**src/sv/tppf_pkg.sv**
```systemverilog
// shared types and constants of the tcp payload pattern filter
package tppf_pkg;

  localparam logic [7:0]  ProtoReset   = 8'd6;
  localparam logic [15:0] PortReset    = 16'd8080;
  localparam logic [31:0] PatternReset = 32'h2E65_7865;
  localparam int unsigned NumCells     = 3;

  typedef enum logic [2:0] {
    REASON_PROTOCOL  = 3'd0,
    REASON_PORT      = 3'd1,
    REASON_FOUND     = 3'd2,
    REASON_CLEAN     = 3'd3,
    REASON_TRUNCATED = 3'd4
  } reason_e;

  typedef enum logic [1:0] {
    CFG_PROTOCOL = 2'd0,
    CFG_PORT     = 2'd1,
    CFG_PATTERN  = 2'd2
  } cfg_idx_e;

  typedef struct packed {
    logic    scan_win;
    logic    hit;
    reason_e reason;
  } hdr_stat_t;

endpackage

```
**src/sv/tppf_if.sv**
```systemverilog
// channel interfaces of the tcp payload pattern filter
interface tppf_in_if;
  logic       valid;
  logic       ready;
  logic [7:0] data_byte;
  logic       last_byte;
  modport source (output valid, output data_byte, output last_byte, input ready);
  modport sink (input valid, input data_byte, input last_byte, output ready);
endinterface

interface tppf_out_if;
  logic       valid;
  logic       ready;
  logic       drop;
  logic [2:0] reason;
  modport source (output valid, output drop, output reason, input ready);
  modport sink (input valid, input drop, input reason, output ready);
endinterface

interface tppf_cfg_if;
  logic        valid;
  logic        ready;
  logic [1:0]  index;
  logic [31:0] data;
  modport source (output valid, output index, output data, input ready);
  modport sink (input valid, input index, input data, output ready);
endinterface

```
**src/sv/tcp_payload_pattern_filter.sv**
```systemverilog
// top level of the tcp payload pattern filter
// latency: verdict valid the cycle after the last byte's transaction
// throughput: one byte per cycle while the result sink keeps up
// a stalled verdict holds further bytes until it is taken
// reset: registers back to protocol 6, port 8080, pattern ".exe"; packet state cleared
module tcp_payload_pattern_filter (
  input  logic         clk_i,
  input  logic         rst_ni,
  tppf_in_if.sink      in_i,
  tppf_out_if.source   out_o,
  tppf_cfg_if.sink     cfg_i
);
  import tppf_pkg::*;

  logic [7:0]  match_protocol_q;
  logic [15:0] match_port_q;
  logic [31:0] pattern_word_q;

  logic        in_acc;
  logic        pkt_end;
  hdr_stat_t   stat;
  logic        stop_q;
  logic        found_q, found_d;
  logic        shift;
  logic        match;

  logic [7:0]  cell_byte [NumCells+1];
  logic        cell_vld  [NumCells+1];
  logic [NumCells-1:0] cell_eq;

  logic        out_valid_q;
  logic        drop_q;
  reason_e     reason_q;
  reason_e     reason_n;

  assign cfg_i.ready = 1'b1;

  always_ff @(posedge clk_i or negedge rst_ni) begin
    if (!rst_ni) begin
      match_protocol_q <= ProtoReset;
      match_port_q     <= PortReset;
      pattern_word_q   <= PatternReset;
    end else if (cfg_i.valid) begin
      unique case (cfg_idx_e'(cfg_i.index))
        CFG_PROTOCOL: match_protocol_q <= cfg_i.data[7:0];
        CFG_PORT:     match_port_q     <= cfg_i.data[15:0];
        CFG_PATTERN:  pattern_word_q   <= cfg_i.data;
        default: ;
      endcase
    end
  end

  assign in_i.ready = !out_valid_q || out_o.ready;
  assign in_acc     = in_i.valid && in_i.ready;
  assign pkt_end    = in_acc && in_i.last_byte;

  tppf_hdr u_hdr (
    .clk_i            (clk_i),
    .rst_ni           (rst_ni),
    .step_i           (in_acc),
    .data_byte_i      (in_i.data_byte),
    .last_byte_i      (in_i.last_byte),
    .match_protocol_i (match_protocol_q),
    .match_port_i     (match_port_q),
    .stat_o           (stat)
  );

  assign shift        = in_acc && stat.scan_win && !stop_q && (in_i.data_byte != 8'd0);
  assign cell_byte[0] = in_i.data_byte;
  assign cell_vld[0]  = 1'b1;

  for (genvar k = 0; k < NumCells; k++) begin : g_cell
    tppf_cell u_cell (
      .clk_i      (clk_i),
      .rst_ni     (rst_ni),
      .clr_i      (pkt_end),
      .shift_i    (shift),
      .byte_i     (cell_byte[k]),
      .vld_i      (cell_vld[k]),
      .pat_byte_i (pattern_word_q[8*(k+1) +: 8]),
      .byte_o     (cell_byte[k+1]),
      .vld_o      (cell_vld[k+1]),
      .eq_o       (cell_eq[k])
    );
  end

  assign match   = (&cell_eq) && (in_i.data_byte == pattern_word_q[7:0]);
  assign found_d = found_q || (shift && match);

  always_ff @(posedge clk_i or negedge rst_ni) begin
    if (!rst_ni) begin
      stop_q  <= 1'b0;
      found_q <= 1'b0;
    end else if (pkt_end) begin
      stop_q  <= 1'b0;
      found_q <= 1'b0;
    end else if (in_acc) begin
      found_q <= found_d;
      if (stat.scan_win && in_i.data_byte == 8'd0) stop_q <= 1'b1;
    end
  end

  always_comb begin
    reason_n = stat.reason;
    if (stat.hit) reason_n = found_d ? REASON_FOUND : REASON_CLEAN;
  end

  always_ff @(posedge clk_i or negedge rst_ni) begin
    if (!rst_ni) begin
      out_valid_q <= 1'b0;
    end else if (pkt_end) begin
      out_valid_q <= 1'b1;
    end else if (out_o.ready) begin
      out_valid_q <= 1'b0;
    end
  end

  always_ff @(posedge clk_i) begin
    if (pkt_end) begin
      drop_q   <= (reason_n == REASON_FOUND);
      reason_q <= reason_n;
    end
  end

  assign out_o.valid  = out_valid_q;
  assign out_o.drop   = drop_q;
  assign out_o.reason = reason_q;

  a_drop_reason: assert property (@(posedge clk_i) disable iff (!rst_ni)
    out_valid_q |-> (drop_q == (reason_q == REASON_FOUND)))
    else $error("drop disagrees with reason");

  a_verdict_next: assert property (@(posedge clk_i) disable iff (!rst_ni)
    pkt_end |=> out_valid_q)
    else $error("verdict missing after last byte");

  a_no_shift_stopped: assert property (@(posedge clk_i) disable iff (!rst_ni)
    stop_q |-> !shift)
    else $error("scan continued after zero byte");

  a_found_full_chain: assert property (@(posedge clk_i) disable iff (!rst_ni)
    found_q |-> cell_vld[NumCells])
    else $error("match flagged with partial history");

endmodule

```
**src/sv/tppf_hdr.sv**
```systemverilog
// header field capture, payload window and verdict precheck
module tppf_hdr (
  input  logic              clk_i,
  input  logic              rst_ni,
  input  logic              step_i,
  input  logic [7:0]        data_byte_i,
  input  logic              last_byte_i,
  input  logic [7:0]        match_protocol_i,
  input  logic [15:0]       match_port_i,
  output tppf_pkg::hdr_stat_t stat_o
);
  import tppf_pkg::*;

  logic [15:0] idx_q;
  logic [5:0]  ihl_q, ihl_d;
  logic [5:0]  thb_q, thb_d;
  logic [15:0] len_q, len_d;
  logic [15:0] dport_q, dport_d;
  logic [7:0]  proto_q, proto_d;
  logic [16:0] idx_x;
  logic [16:0] ihl_x;
  logic [16:0] ihl_dx;
  logic [6:0]  start;
  logic        not_first;

  assign idx_x     = {1'b0, idx_q};
  assign ihl_x     = {11'd0, ihl_q};
  assign ihl_dx    = {11'd0, ihl_d};
  assign not_first = (idx_q != 16'd0);
  assign start     = {1'b0, ihl_q} + ((thb_q > 6'd13) ? {1'b0, thb_q} : 7'd13);

  always_comb begin
    ihl_d   = (idx_q == 16'd0) ? {data_byte_i[3:0], 2'b00} : ihl_q;
    len_d   = len_q;
    proto_d = (idx_q == 16'd9) ? data_byte_i : proto_q;
    dport_d = dport_q;
    thb_d   = thb_q;
    if (idx_q == 16'd2) len_d[15:8] = data_byte_i;
    if (idx_q == 16'd3) len_d[7:0]  = data_byte_i;
    if (not_first && idx_x == ihl_x + 17'd2)  dport_d[15:8] = data_byte_i;
    if (not_first && idx_x == ihl_x + 17'd3)  dport_d[7:0]  = data_byte_i;
    if (not_first && idx_x == ihl_x + 17'd12) thb_d = {data_byte_i[7:4], 2'b00};
  end

  always_comb begin
    stat_o.scan_win = not_first && (idx_q >= {9'd0, start}) && (idx_q < len_q);
    stat_o.hit      = 1'b0;
    stat_o.reason   = REASON_TRUNCATED;
    if (idx_q < 16'd9) begin
      stat_o.reason = REASON_TRUNCATED;
    end else if (proto_d != match_protocol_i) begin
      stat_o.reason = REASON_PROTOCOL;
    end else if (idx_x < ihl_dx + 17'd3) begin
      stat_o.reason = REASON_TRUNCATED;
    end else if (dport_d != match_port_i) begin
      stat_o.reason = REASON_PORT;
    end else if (idx_x < ihl_dx + 17'd12) begin
      stat_o.reason = REASON_TRUNCATED;
    end else begin
      stat_o.reason = REASON_CLEAN;
      stat_o.hit    = 1'b1;
    end
  end

  always_ff @(posedge clk_i or negedge rst_ni) begin
    if (!rst_ni) begin
      idx_q   <= '0;
      ihl_q   <= '0;
      thb_q   <= '0;
      len_q   <= '0;
      dport_q <= '0;
      proto_q <= '0;
    end else if (step_i) begin
      if (last_byte_i) begin
        idx_q   <= '0;
        ihl_q   <= '0;
        thb_q   <= '0;
        len_q   <= '0;
        dport_q <= '0;
        proto_q <= '0;
      end else begin
        if (idx_q != 16'hFFFF) idx_q <= idx_q + 16'd1;
        ihl_q   <= ihl_d;
        thb_q   <= thb_d;
        len_q   <= len_d;
        dport_q <= dport_d;
        proto_q <= proto_d;
      end
    end
  end

endmodule

```
**src/sv/tppf_cell.sv**
```systemverilog
// one cell of the payload byte chain, holds a byte and compares it
module tppf_cell (
  input  logic       clk_i,
  input  logic       rst_ni,
  input  logic       clr_i,
  input  logic       shift_i,
  input  logic [7:0] byte_i,
  input  logic       vld_i,
  input  logic [7:0] pat_byte_i,
  output logic [7:0] byte_o,
  output logic       vld_o,
  output logic       eq_o
);
  logic [7:0] byte_q;
  logic       vld_q;

  always_ff @(posedge clk_i or negedge rst_ni) begin
    if (!rst_ni) begin
      vld_q <= 1'b0;
    end else if (clr_i) begin
      vld_q <= 1'b0;
    end else if (shift_i) begin
      vld_q <= vld_i;
    end
  end

  always_ff @(posedge clk_i) begin
    if (shift_i) begin
      byte_q <= byte_i;
    end
  end

  assign byte_o = byte_q;
  assign vld_o  = vld_q;
  assign eq_o   = vld_q && (byte_q == pat_byte_i);
endmodule

```
**src/flat_wrapper.sv**
```systemverilog
// flat-port wrapper written by rule: the top's interface ports become plain ports
module tcp_payload_pattern_filter_flat import tppf_pkg::*;
  (clk_i, rst_ni, in_i_valid, in_i_data_byte, in_i_last_byte, in_i_ready, out_o_valid, out_o_drop, out_o_reason, out_o_ready, cfg_i_valid, cfg_i_index, cfg_i_data, cfg_i_ready);
  tppf_in_if in_i_i ();
  tppf_out_if out_o_i ();
  tppf_cfg_if cfg_i_i ();
  input  logic clk_i;
  input  logic rst_ni;
  input wire logic [$bits(in_i_i.valid)-1:0] in_i_valid;
  input wire logic [$bits(in_i_i.data_byte)-1:0] in_i_data_byte;
  input wire logic [$bits(in_i_i.last_byte)-1:0] in_i_last_byte;
  output wire logic [$bits(in_i_i.ready)-1:0] in_i_ready;
  output wire logic [$bits(out_o_i.valid)-1:0] out_o_valid;
  output wire logic [$bits(out_o_i.drop)-1:0] out_o_drop;
  output wire logic [$bits(out_o_i.reason)-1:0] out_o_reason;
  input wire logic [$bits(out_o_i.ready)-1:0] out_o_ready;
  input wire logic [$bits(cfg_i_i.valid)-1:0] cfg_i_valid;
  input wire logic [$bits(cfg_i_i.index)-1:0] cfg_i_index;
  input wire logic [$bits(cfg_i_i.data)-1:0] cfg_i_data;
  output wire logic [$bits(cfg_i_i.ready)-1:0] cfg_i_ready;
  assign in_i_i.valid = in_i_valid;
  assign in_i_i.data_byte = in_i_data_byte;
  assign in_i_i.last_byte = in_i_last_byte;
  assign in_i_ready = in_i_i.ready;
  assign out_o_valid = out_o_i.valid;
  assign out_o_drop = out_o_i.drop;
  assign out_o_reason = out_o_i.reason;
  assign out_o_i.ready = out_o_ready;
  assign cfg_i_i.valid = cfg_i_valid;
  assign cfg_i_i.index = cfg_i_index;
  assign cfg_i_i.data = cfg_i_data;
  assign cfg_i_ready = cfg_i_i.ready;
  tcp_payload_pattern_filter u_core (.clk_i(clk_i), .rst_ni(rst_ni), .in_i(in_i_i), .out_o(out_o_i), .cfg_i(cfg_i_i));
endmodule
```
**config.mk**
```make
export PLATFORM = sky130hd
export DESIGN_NAME = tcp_payload_pattern_filter_flat
export DESIGN_NICKNAME = d
export VERILOG_FILES = /design/src/sv/tppf_pkg.sv /design/src/sv/tppf_if.sv /design/src/sv/tcp_payload_pattern_filter.sv /design/src/sv/tppf_hdr.sv /design/src/sv/tppf_cell.sv /design/src/flat_wrapper.sv
export SDC_FILE = /design/constraint.sdc
export NUM_CORES = 1
export LEC_CHECK = 0
export ABC_AREA = 1
export BUFFER_PORTS_ARGS = -buffer_cell sky130_fd_sc_hd__buf_2
export CORE_UTILIZATION = 45
export CTS_BUF_LIST = sky130_fd_sc_hd__clkbuf_8
export DETAILED_ROUTE_END_ITERATION = 16
export PLACE_DENSITY = 0.7
export SKIP_LAST_GASP = 1
export SLEW_MARGIN = 30
export SYNTH_ARGS = -nofsm -noshare
export SYNTH_HDL_FRONTEND = slang
export SYNTH_HIERARCHICAL = 1
export SYNTH_SLANG_ARGS = --single-unit
```
**constraint.sdc**
```tcl
create_clock -name clk_i -period 5.6 [get_ports clk_i]
set_input_delay 0.56 -clock clk_i [delete_from_list [all_inputs] [get_ports clk_i]]
set_output_delay 0.56 -clock clk_i [all_outputs]
set_load 0.02 [all_outputs]
```
Word-level counts from Yosys, hierarchy flattened
Index checks and enable logic that the tools add are counted.
{"block": "classes", "n_addsub": 7, "magnitude_cmp": 6, "eq_ne": 16, "muxes": 40, "reduce_logical": 42}
{"cell": "2-to-1 mux 16 bit", "n": 4}
{"cell": "== test 16 x 7 -> 1 bit", "n": 3}
{"cell": "2-to-1 mux 8 bit", "n": 6}
{"cell": "== test 16 x 2 -> 1 bit (second input constant)", "n": 2}
{"cell": "== test 8 bit", "n": 4}
{"cell": "less-than comparator 16 x 7 -> 1 bit", "n": 2}
{"cell": "2-to-1 mux 6 bit", "n": 5}
{"cell": "adder 6 x 2 -> 7 bit (second input constant)", "n": 3}
{"cell": "2-to-1 mux 1 bit", "n": 19}
{"cell": "2-to-1 mux 3 bit", "n": 6}
{"cell": "adder 16 x 1 -> 16 bit (second input constant)", "n": 1}
{"cell": "== test 16 x 4 -> 1 bit (second input constant)", "n": 1}
{"cell": "greater-or-equal comparator 16 x 7 -> 1 bit", "n": 1}
{"cell": "logical AND 1 bit", "n": 16}
{"cell": "logical NOT 16 bit", "n": 1}
{"cell": "less-than comparator 16 bit", "n": 1}
{"cell": "less-than comparator 16 x 4 -> 1 bit (second input constant)", "n": 1}
{"cell": "inequality test 16 bit", "n": 1}
{"cell": "inequality test 16 bit (second input constant)", "n": 1}
{"cell": "AND reduction 2 bit", "n": 8}
{"cell": "nonzero test 16 bit", "n": 1}
{"cell": "nonzero test 2 bit", "n": 8}
{"cell": "adder 6 x 4 -> 7 bit (second input constant)", "n": 2}
{"cell": "logical NOT 8 bit", "n": 1}
{"cell": "other kinds (11)", "n": 13}
{"block": "word_totals", "register_bits": 158, "inputBits": 48, "output_inout_bits": 7}

Logic depth before layout (Yosys ltp)
Gate-level depths: netlist of run 1.
{"block": "depth", "depth_word": 14, "ltp_mapped": 29}

Hierarchy
Netlist of run 1, hierarchy kept.
{"module": "tppf_hdr", "n_inst": 1, "cells_per_inst": 778, "area_per_inst_um2": 5417.7, "seq_area_each_um2": 1651.6}
{"module": "tcp_payload_pattern_filter", "n_inst": 1, "cells_per_inst": 258, "area_per_inst_um2": 2618.8, "seq_area_each_um2": 1627.8}
{"module": "tppf_cell", "n_inst": 3, "cells_per_inst": 47, "area_per_inst_um2": 432.9, "seq_area_each_um2": 265.3}

Least setup slack after synthesis of run 1
Ideal clock, no wire load.
{"block": "synth_timing", "path_kind": "reg-to-reg", "startpoint": "register u_core.u_hdr.thb_q[5]", "endpoint": "register u_core.reason_q[0] (netlist: u_core/out_o.reason[0]), data pin", "setup_time_ns": 0.257, "arrival_time_ns": 3.768, "setup_slack_ns": 1.575, "path_stages_with_launch": 18, "period_less_slack_ns": 4.025, "cell_sequence": "dfrtp_1 > nor2_1 > or2_2 > ha_1 > a31o_2 > a21oi_1 > o21ai_0 > xnor2_1 > ha_1 > nand3_1 > a21boi_0 > nor3_1 > nor4b_1 > nand3_2 > nor2_2 > nand3_2 > nand3_2 > nand2_2"}
{"item": "from (decl)", "line": "tppf_hdr.sv:16", "rtl": "logic [5:0] thb_q, thb_d;"}
{"item": "from (signal assigned)", "line": "tppf_hdr.sv:84", "rtl": "thb_q <= thb_d;"}
{"item": "to (signal assigned)", "line": "tcp_payload_pattern_filter.sv:121", "rtl": "reason_q <= reason_n;"}
{"item": "to (decl)", "line": "tcp_payload_pattern_filter.sv:33", "rtl": "reason_e reason_q;"}

==> metrics list, run 1 <==
- Once detailed placement completed, the half-perimeter wirelength came to 16200 um.
- Non-Filler Instances: 1511
- Total power divided by cell area: 342 nW/um^2
- Setup Total Neg Slack: 0 ns
- The number of pins with negative max-slew slack in the final report came to 0.
* Remaining global-route overflow: 0
* Leakage power: about 5.0 nW
* Floorplan row count: 52
- The synthesized netlist contains 45 unique library cells.
- Bufs on Longest Clock Path: 2
- The die is approximately 150 um tall.
* Top cells by area in the synthesized netlist: sky130_fd_sc_hd__dfrtp_1 28%, sky130_fd_sc_hd__nand2_1 13%, sky130_fd_sc_hd__edfxtp_1 9.0%
- Area enclosed by the die boundary: between 20000 and 25000 um^2
- Peak Freq: 249 MHz
* Netlist Area Pre-Place: just over 9000 um^2
* Footprint of the flip-flops and latches: 4080 um^2
- The worst setup path is launched from a flip-flop.
* Primary flip-flop cell chosen by synthesis mapping: sky130_fd_sc_hd__dfrtp_1
- The most common cell in the synthesized netlist is sky130_fd_sc_hd__nand2_1.
* Via count of the first global-routing pass: 7207
- Starting utilization of the core area: 46.0%
- The number of clock buffers added by TritonCTS is 17.
- Data on the critical path arrives at its endpoint at 4.25 ns.
* Level count of the clock H-tree: 4
* Number of setup buffers added after CTS: 0
- Crit path kind: flip-flop to flip-flop
- In the routed layout, each cell is associated on average with a via count of ~5.
- Crit path capture type: flip-flop
- TritonCTS built the clock tree.
- Multi-input logic area: 4470 um^2
- The synthesized design devotes to its leading area cell type between 20% and 30% of total area.
* Antenna Diode Count: 0
- # fillers: 1946
- Max VDD drop: approximately 0.13 mV
- # placed instances: between 1000 and 1500
- The cell count after synthesis came out at 1177.
- Req. time, crit path: 5.82 ns
- Setup violations remaining at the end of the flow were counted as 0.
* Worst clock skew: 0.0139 ns
- For this run, design rule violations remaining after detail routing come to 0.
- Total wire length: 22800 um
- Worst relative slew slack: around 41%
- Core outline area: 20300 um^2
- Cells with a size suffix above 1 make up 15.8% of the layout.
- The worst path needs between 4 and 5 ns of the cycle, external delays included.
- Cts hold-fix bufs: 0
- Fraction of the yosys area taken by sequential cells: 43.7%
* Area growth from synthesis to layout: 9.60%
- Post-route fraction of the period consumed by the critical path: 71.8%
- The initial antenna violation count was 0.
* Final-layout worst hold slack: 0.107 ns
* Number of clock sinks seen by CTS: 156
- Setup repair after global routing left no endpoint under its margin.
* Final layout net count: 1326
- Drt initial violations: 622
- Via Count: 7775
- Count of warnings emitted by yosys: 6
* Horizontal die dimension: about 150 um
- Number of hold-slack violations in the final timing report: 0
* Last weighted congestion value of the routability-driven placer: 0.866
- The commonest cells after synthesis are 323 x sky130_fd_sc_hd__nand2_1, 157 x sky130_fd_sc_hd__inv_1, 103 x sky130_fd_sc_hd__dfrtp_1.
* Clk pin slew, worst setup/hold paths: about 0.090 ns
- The first global-routing pass estimated around 37000 um of wire.
- Final antenna-violating net count: 0
- The first TritonRoute pass finished after 5 iterations.
- Number of buffers added on ports: 53
- Maximum number of pins on one net before global-route repair: 79
- #FFs+latches synth: 156
- Hold Path Class: input port to asynchronous set/reset pin
- Max-cap violations in this run came to 0.
- Mean instance size in the synthesized netlist: a little under 8 um^2
- FFs w/ async S/R, synth: 82.1%
- In this run, synthesis inferred 28 flip-flops with an integrated enable.
- In the global route stage, overall resource usage came out at 22.1%.
- Of all nets on the critical path, the largest fanout is 12.
* Status: finished, final reports clean
- Clock insertion delay at the later pin of the skew report: 0.47 ns
- After detailed routing, the average wire length per cell comes to 15.1 um.
* I/O pin total: 55
- Slew of the pin with the lowest slew margin: approximately 0.88 ns
* Cell at the root of the clock tree: sky130_fd_sc_hd__clkbuf_8
* Cells resized by post-CTS repair: 0
- Summed over all instances, the cell type with the most area after synthesis is sky130_fd_sc_hd__dfrtp_1.
==> worst max-delay path: stages (launching register included) <==
cell,delay (ns)
sky130_fd_sc_hd__dfrtp_1,0.51
sky130_fd_sc_hd__inv_1,0.23
sky130_fd_sc_hd__ha_1,0.18
sky130_fd_sc_hd__inv_1,0.04
sky130_fd_sc_hd__nor2_1,0.18
sky130_fd_sc_hd__nand2_4,0.10
sky130_fd_sc_hd__inv_1,0.08
sky130_fd_sc_hd__nand2_1,0.23
sky130_fd_sc_hd__nand2_1,0.12
sky130_fd_sc_hd__o21ai_1,0.12
sky130_fd_sc_hd__inv_1,0.14
sky130_fd_sc_hd__nand2_1,0.09
sky130_fd_sc_hd__nor2_1,0.16
sky130_fd_sc_hd__inv_1,0.08
sky130_fd_sc_hd__o21ai_1,0.12
sky130_fd_sc_hd__nand2_1,0.07
sky130_fd_sc_hd__ha_1,0.29
sky130_fd_sc_hd__nand2_1,0.06
sky130_fd_sc_hd__nor2_1,0.10
sky130_fd_sc_hd__nand2_1,0.06
sky130_fd_sc_hd__o211ai_1,0.11
sky130_fd_sc_hd__nand2_1,0.09
sky130_fd_sc_hd__nor3_2,0.39
sky130_fd_sc_hd__nand3_2,0.12
sky130_fd_sc_hd__nand2_2,0.08
sky130_fd_sc_hd__nor2_2,0.03
==> layer usage <==
layer  routed length (um)  GRT usage (%)  up-vias
li1                     -              -     3917
met1                10600           30.4     3631
met2                10700           36.2      205
met3                 1210           3.34       22
met4                  325           6.51        0
met5                    0              0        -
==> kinds of logic after synthesis <==
| logic type | Yosys count | synth area share (%) |
|---|---|---|
| xor+xnor | 23 | 2.16 |
| simple gates | 552 | 26.4 |
| compound gates | 178 | 10.5 |
| mux | 16 | 1.93 |
| flops | 156 | 43.7 |
| fa+ha+maj | 50 | 6.70 |
| other cells | 1 | 0.0402 |
| buf+inv | 201 | 8.59 |
==> layout by cell type (no fill, tap or decap), types with 5 or more instances in the layout <==
cell                       instances
sky130_fd_sc_hd__o22ai_1          22
sky130_fd_sc_hd__xor2_1           10
sky130_fd_sc_hd__nand4_1          15
sky130_fd_sc_hd__mux2_2           16
sky130_fd_sc_hd__clkbuf_8         17
sky130_fd_sc_hd__ha_1             50
sky130_fd_sc_hd__nand3_1          71
sky130_fd_sc_hd__dfstp_2          25
sky130_fd_sc_hd__o21ai_1          10
sky130_fd_sc_hd__inv_2            17
sky130_fd_sc_hd__dfrtp_1         103
sky130_fd_sc_hd__nor2_2           15
sky130_fd_sc_hd__buf_2            52
sky130_fd_sc_hd__o21ai_0          89
sky130_fd_sc_hd__a21oi_1          36
sky130_fd_sc_hd__xnor2_1          13
sky130_fd_sc_hd__nor2_1           71
sky130_fd_sc_hd__nor2_4            5
sky130_fd_sc_hd__or2_2             5
sky130_fd_sc_hd__nand3b_1         11
sky130_fd_sc_hd__nand2_1         323
sky130_fd_sc_hd__nand2_2          12
sky130_fd_sc_hd__a211oi_1          8
sky130_fd_sc_hd__nor3_1            9
sky130_fd_sc_hd__edfxtp_1         28
sky130_fd_sc_hd__nand3_2           6
sky130_fd_sc_hd__buf_4             5
sky130_fd_sc_hd__inv_1           157
==> final timing paths <==
check                                                        from                                 to  slack [ns]  depth (start not counted)
worst max-delay path                        u_core/u_hdr/idx_q[1]                  u_core/out_o.drop        1.58                         25
worst min-delay path                                       rst_ni          u_core/pattern_word_q[28]        0.11                          1
worst max register to register              u_core/u_hdr/idx_q[1]                  u_core/out_o.drop        1.58                         25
worst min register to register  u_core/g_cell[1].u_cell/byte_o[7]  u_core/g_cell[2].u_cell/byte_o[7]        0.48                          0
max in group asynchronous                                  rst_ni              u_core/u_hdr/idx_q[3]        4.36                          2
min in group clk_i                                 cfg_i_data[24]          u_core/pattern_word_q[24]        0.33                          2
==> registers in the layout, summed over array words and instances (netlist names) <==
name                         count
u_core/match_port_q             16
u_core/out_o.valid               1
u_core/pattern_word_q           32
u_core/u_hdr/dport_q            16
u_core/match_protocol_q          8
u_core/g_cell.u_cell/vld_o       3
u_core/out_o.reason              3
u_core/out_o.drop                1
u_core/u_hdr/idx_q              16
u_core/u_hdr/len_q              16
u_core/u_hdr/ihl_q               6
u_core/u_hdr/thb_q               4
u_core/u_hdr/proto_q             8
u_core/g_cell.u_cell/byte_o     24
u_core/found_q                   1
u_core/stop_q                    1
==> where the power goes <==
group / switching [mW] / internal [mW] / total [mW]
sequential: 0.147 / 1.34 / 1.49
combinational: 0.728 / 0.437 / 1.17
clock: 0.480 / 0.369 / 0.849
total: 1.36 / 2.15 / 3.50
==> metrics by stage <==
step           setup slack, ns  util (%)  power, mW  area [um^2]
4_1_cts                   1.61      50.4       3.52        10200
2_1_floorplan             1.57         -       2.37         9340
6_report                  1.58      50.4       3.50        10200
5_1_grt                   1.08      50.4       3.76        10200
3_3_place_gp              1.78      48.4       2.62         9830
3_5_place_dp              1.64      48.5       2.66         9840
==> area by class of cell <==
| cell class | count | share of cell area [%] |
|---|---|---|
| timing repair buffer | 58 | 3.02 |
| sequential | 156 | 39.8 |
| clock buffer | 17 | 2.29 |
| multi-input combinational | 821 | 43.7 |
| tap | 270 | 3.30 |
| clock inverter | 15 | 1.52 |
| inverter | 174 | 6.38 |
Power figures use the tool's default switching activity.
==> run 2: changes to the inputs <==
Settings changed: PLACE_DENSITY 0.7 to 0.72.
Clock period 5.6 ns to 3.4 ns, I/O delays scaled along.
==> run 2 against run 1 <==
Global-route usage rose by 1.3 points. Largest power group unchanged. Combinational power rose by 100%. Largest cell class unchanged. Fmax rose by 23%. Hold slack got worse by 0.0045 ns.
==> metrics list, run 2 (synthesis results as in run 1) <==
- Setup repair after global routing missed its margin: true (was false)
- Final antenna-violating net count: 0 (unchanged)
- The number of failing hold endpoints at the final stage is 0 (unchanged).
- Data arrival, critical path: 3.46 ns (was 4.25 ns)
- Final cell utilization of the core: 53.5% (was 50.4%)
- The clock skew is 0.0151 ns (was 0.0139 ns).
- Clock insertion delay at the later pin of the skew report: 0.46 ns (was 0.47 ns)
- Via count of the first global-routing pass: 7682 (was 7207)
- The number of clock sinks came to 156 (unchanged).
- Leakage power: 5.34 nW (was 5.02 nW)
- The detailed placer's ending HPWL came to 17100 um (was 16200 um).
* Top reg by flops: u_core/pattern_word_q (unchanged)
- The area added between synthesis and finish came to 16.3% (was 9.60%).
- DRT Pass-1 Iters: 5 (unchanged)
* Critical path fanouts, max: 7 (was 12)
* Area enclosed by the die boundary: 21300 um^2 (unchanged)
- Total wire length: 24100 um (was 22800 um)
* Pre-CTS setup slack: -0.0190 ns (was 1.64 ns)
- Die Y-Extent: 146 um (unchanged)
- Crit path capture type: flip-flop (unchanged)
- The initial antenna violation count is 0 (unchanged).
* Cells along the critical path: or2_4, ha_4, a21oi_1, inv_1, a31oi_2, or2_2, nand2_1, ha_1, nand3_2, a21boi_2, nor3_2, nor4b_2, buf_4, nand3_4, nor2_4, buf_12, clkbuf_16
- Slew of the pin with the lowest slew margin: 0.897 ns (was 0.881 ns)
* Remaining global-route overflow: 0 (unchanged)
- The total of max-cap violations is 0 (unchanged).
- The number of placed instances with taps included came to 1516 (was 1479).
- The number of core rows was 52 (unchanged).
- Final layout net count: 1379 (was 1326)
* Crit path kind: flip-flop to flip-flop (unchanged)
- The kind of launch point of the worst setup path is a flip-flop (unchanged).
* Tmin final: 3.28 ns (was 4.02 ns)
- Fraction of final layout cells sized beyond drive strength 1: 21.2% (was 15.8%)
- Design Power: 6.20 mW (was 3.50 mW)
- The clock input transition at the sequential cells of the worst setup and hold paths is 0.09 ns (about the same).
- The average wire length per cell after detail routing is 15.4 um (was 15.1 um).
- The via density per instance was 5.22 (was 5.15).
- The core area came to 20300 um^2 (unchanged).
- The required time at the worst-slack endpoint is 3.57 ns (was 5.82 ns).
- The via total after detailed routing came to 8170 (was 7775).
- Post-detailed-route DRC marker count: 0 (unchanged)
- The buffer depth of the longest clock path is 2 (unchanged).
- Hold Path Class: input port to flip-flop (was input port to asynchronous set/reset pin)
- Number of max-slew violations in the final report: 0 (unchanged)
* Max VDD drop: 0.323 mV (was 0.130 mV)
* GRT Overall Usage: 23.4% (was 22.1%)
- Post-route fraction of the period consumed by the critical path: 96.5% (was 71.8%)
- Status: finished, final reports clean (unchanged).
- The clock tree root driver cell is sky130_fd_sc_hd__clkbuf_8 (unchanged).
* Drt initial violations: 670 (was 622)
- Non-Filler Instances: 1564 (was 1511)
- Peak Freq: 305 MHz (was 249 MHz)
* Wire length of the first global-routing pass: 38800 um (was 36800 um)
- The slack of the critical path came to 0.117 ns (was 1.58 ns).
- Commonest cells after routing, fill and taps aside: 319 x sky130_fd_sc_hd__nand2_1, 156 x sky130_fd_sc_hd__inv_1, 102 x sky130_fd_sc_hd__dfrtp_1, 87 x sky130_fd_sc_hd__o21ai_0, 70 x sky130_fd_sc_hd__nand3_1 (was 323 x sky130_fd_sc_hd__nand2_1, 157 x sky130_fd_sc_hd__inv_1, 103 x sky130_fd_sc_hd__dfrtp_1, 89 x sky130_fd_sc_hd__o21ai_0).
* Total buffers and inverters traversed by the critical path: 4 (was 5)
- The biggest cell delay along the critical path came to 0.41 ns (was 0.51 ns).
* Total power divided by cell area: 571 nW/um^2 (was 342 nW/um^2)
* Maximum number of pins on one net before global-route repair: 82 (was 79)
* # setup viols final: 0 (unchanged)
- The effective utilization at floorplan was 46.0% (unchanged).
- Worst relative slew slack: 40.1% (was 41.2%)
- I/O pin total: 55 (unchanged)
- Flip-flop count of the largest register after layout: 32 (unchanged)
* Top cell family by delay on the critical path: simple AND/OR/NAND/NOR gates (unchanged)
- The most common cell after layout, fill and taps aside is sky130_fd_sc_hd__nand2_1 (unchanged).
- The routability-driven placement congestion ratio is 0.867 (was 0.866).
- The horizontal die dimension came to 146 um (unchanged).
- Number of buffers added on ports: 53 (unchanged)
- Antenna Diode Count: 0 (unchanged)
- Level count of the clock H-tree: 4 (unchanged)
- The total clock buffers created by CTS is 17 (unchanged).
- Cell type of the slowest stage on the worst timing path: sky130_fd_sc_hd__dfrtp_1 (unchanged)
- Clock tree from TritonCTS: done (unchanged)
-- run 2: cell types whose count changed in the layout (fill, tap and decap cells not counted), moves of 4 or more --
| cell | before | now |
|---|---|---|
| sky130_fd_sc_hd__nor2_1 | 71 | 66 |
| sky130_fd_sc_hd__buf_4 | 5 | 51 |
| sky130_fd_sc_hd__nor2_2 | 15 | 19 |
| sky130_fd_sc_hd__inv_8 | 4 | 0 |
| sky130_fd_sc_hd__nand2_1 | 323 | 319 |
-- run 2: final timing paths --
| check | slack, ns | from | end | cells past startpoint |
|---|---|---|---|---|
| max | 0.12 | u_core/u_hdr/thb_q[3] | u_core/g_cell[2].u_cell/byte_o[6] | 17 |
| min | 0.10 | cfg_i_data[24] | u_core/pattern_word_q[24] | 2 |
| max reg2reg | 0.12 | u_core/u_hdr/thb_q[3] | u_core/g_cell[2].u_cell/byte_o[6] | 17 |
| min reg2reg | 0.48 | u_core/g_cell[1].u_cell/byte_o[2] | u_core/g_cell[2].u_cell/byte_o[2] | 0 |
| max in group asynchronous | 1.99 | rst_ni | u_core/pattern_word_q[2] | 3 |
| min in group asynchronous | 0.48 | rst_ni | u_core/pattern_word_q[31] | 2 |
-- run 2: through the flow --
step                      area, um^2  TNS [ns]  hold WS (ns)
after floorplan                 9400         0        0.0444
after global placement         10200         0         0.402
after detailed placement       10200   -0.0353         0.412
after CTS                      10600         0        0.0710
after global routing           10900     -1.27        0.0684
final                          10900         0         0.102
-- run 2: area by class of cell --
type / instances / area [um^2]
clock buffer: 19 / 262
clock inverter: 13 / 139
fill: 1867 / 9450
inverter: 174 / 653
multi-input combinational: 822 / 4610
sequential: 156 / 4080
tap: 270 / 338
timing repair buffer: 110 / 774
-- run 2: worst reg2reg max path, delay by kind of cell, from the launching register on --
family	cells	cell delay, ns
AO/OA/AOI/OAI	3	0.46
flip-flops	1	0.41
buffers and inverters	4	0.54
AND/OR/NAND/NOR	8	1.05
adder cells (fa/ha/maj)	2	0.55
-- run 2: repair_timing --
item,in CTS,in global routing
hold endpoints to repair,28,0
pin swaps,0,8
hold buffers,1,0
endpoints found under the setup margin,4,31
gates resized for setup,1,23
buffers inserted,0,11
gates cloned,0,4
-- run 2: report_power, final --
group	switching, mW	leakage, nW	internal (mW)
clock network	0.741	0.207	0.697
registers	0.184	1.87	2.21
logic	1.39	3.27	0.977
-- run 2: metal layers --
layer	global-route usage [%]	vias to the layer above	wire length [um]
li1	-	4024	-
met1	31.2	3820	10700
met2	37.2	260	11200
met3	4.94	66	1440
met4	9.43	0	753
met5	0	-	0
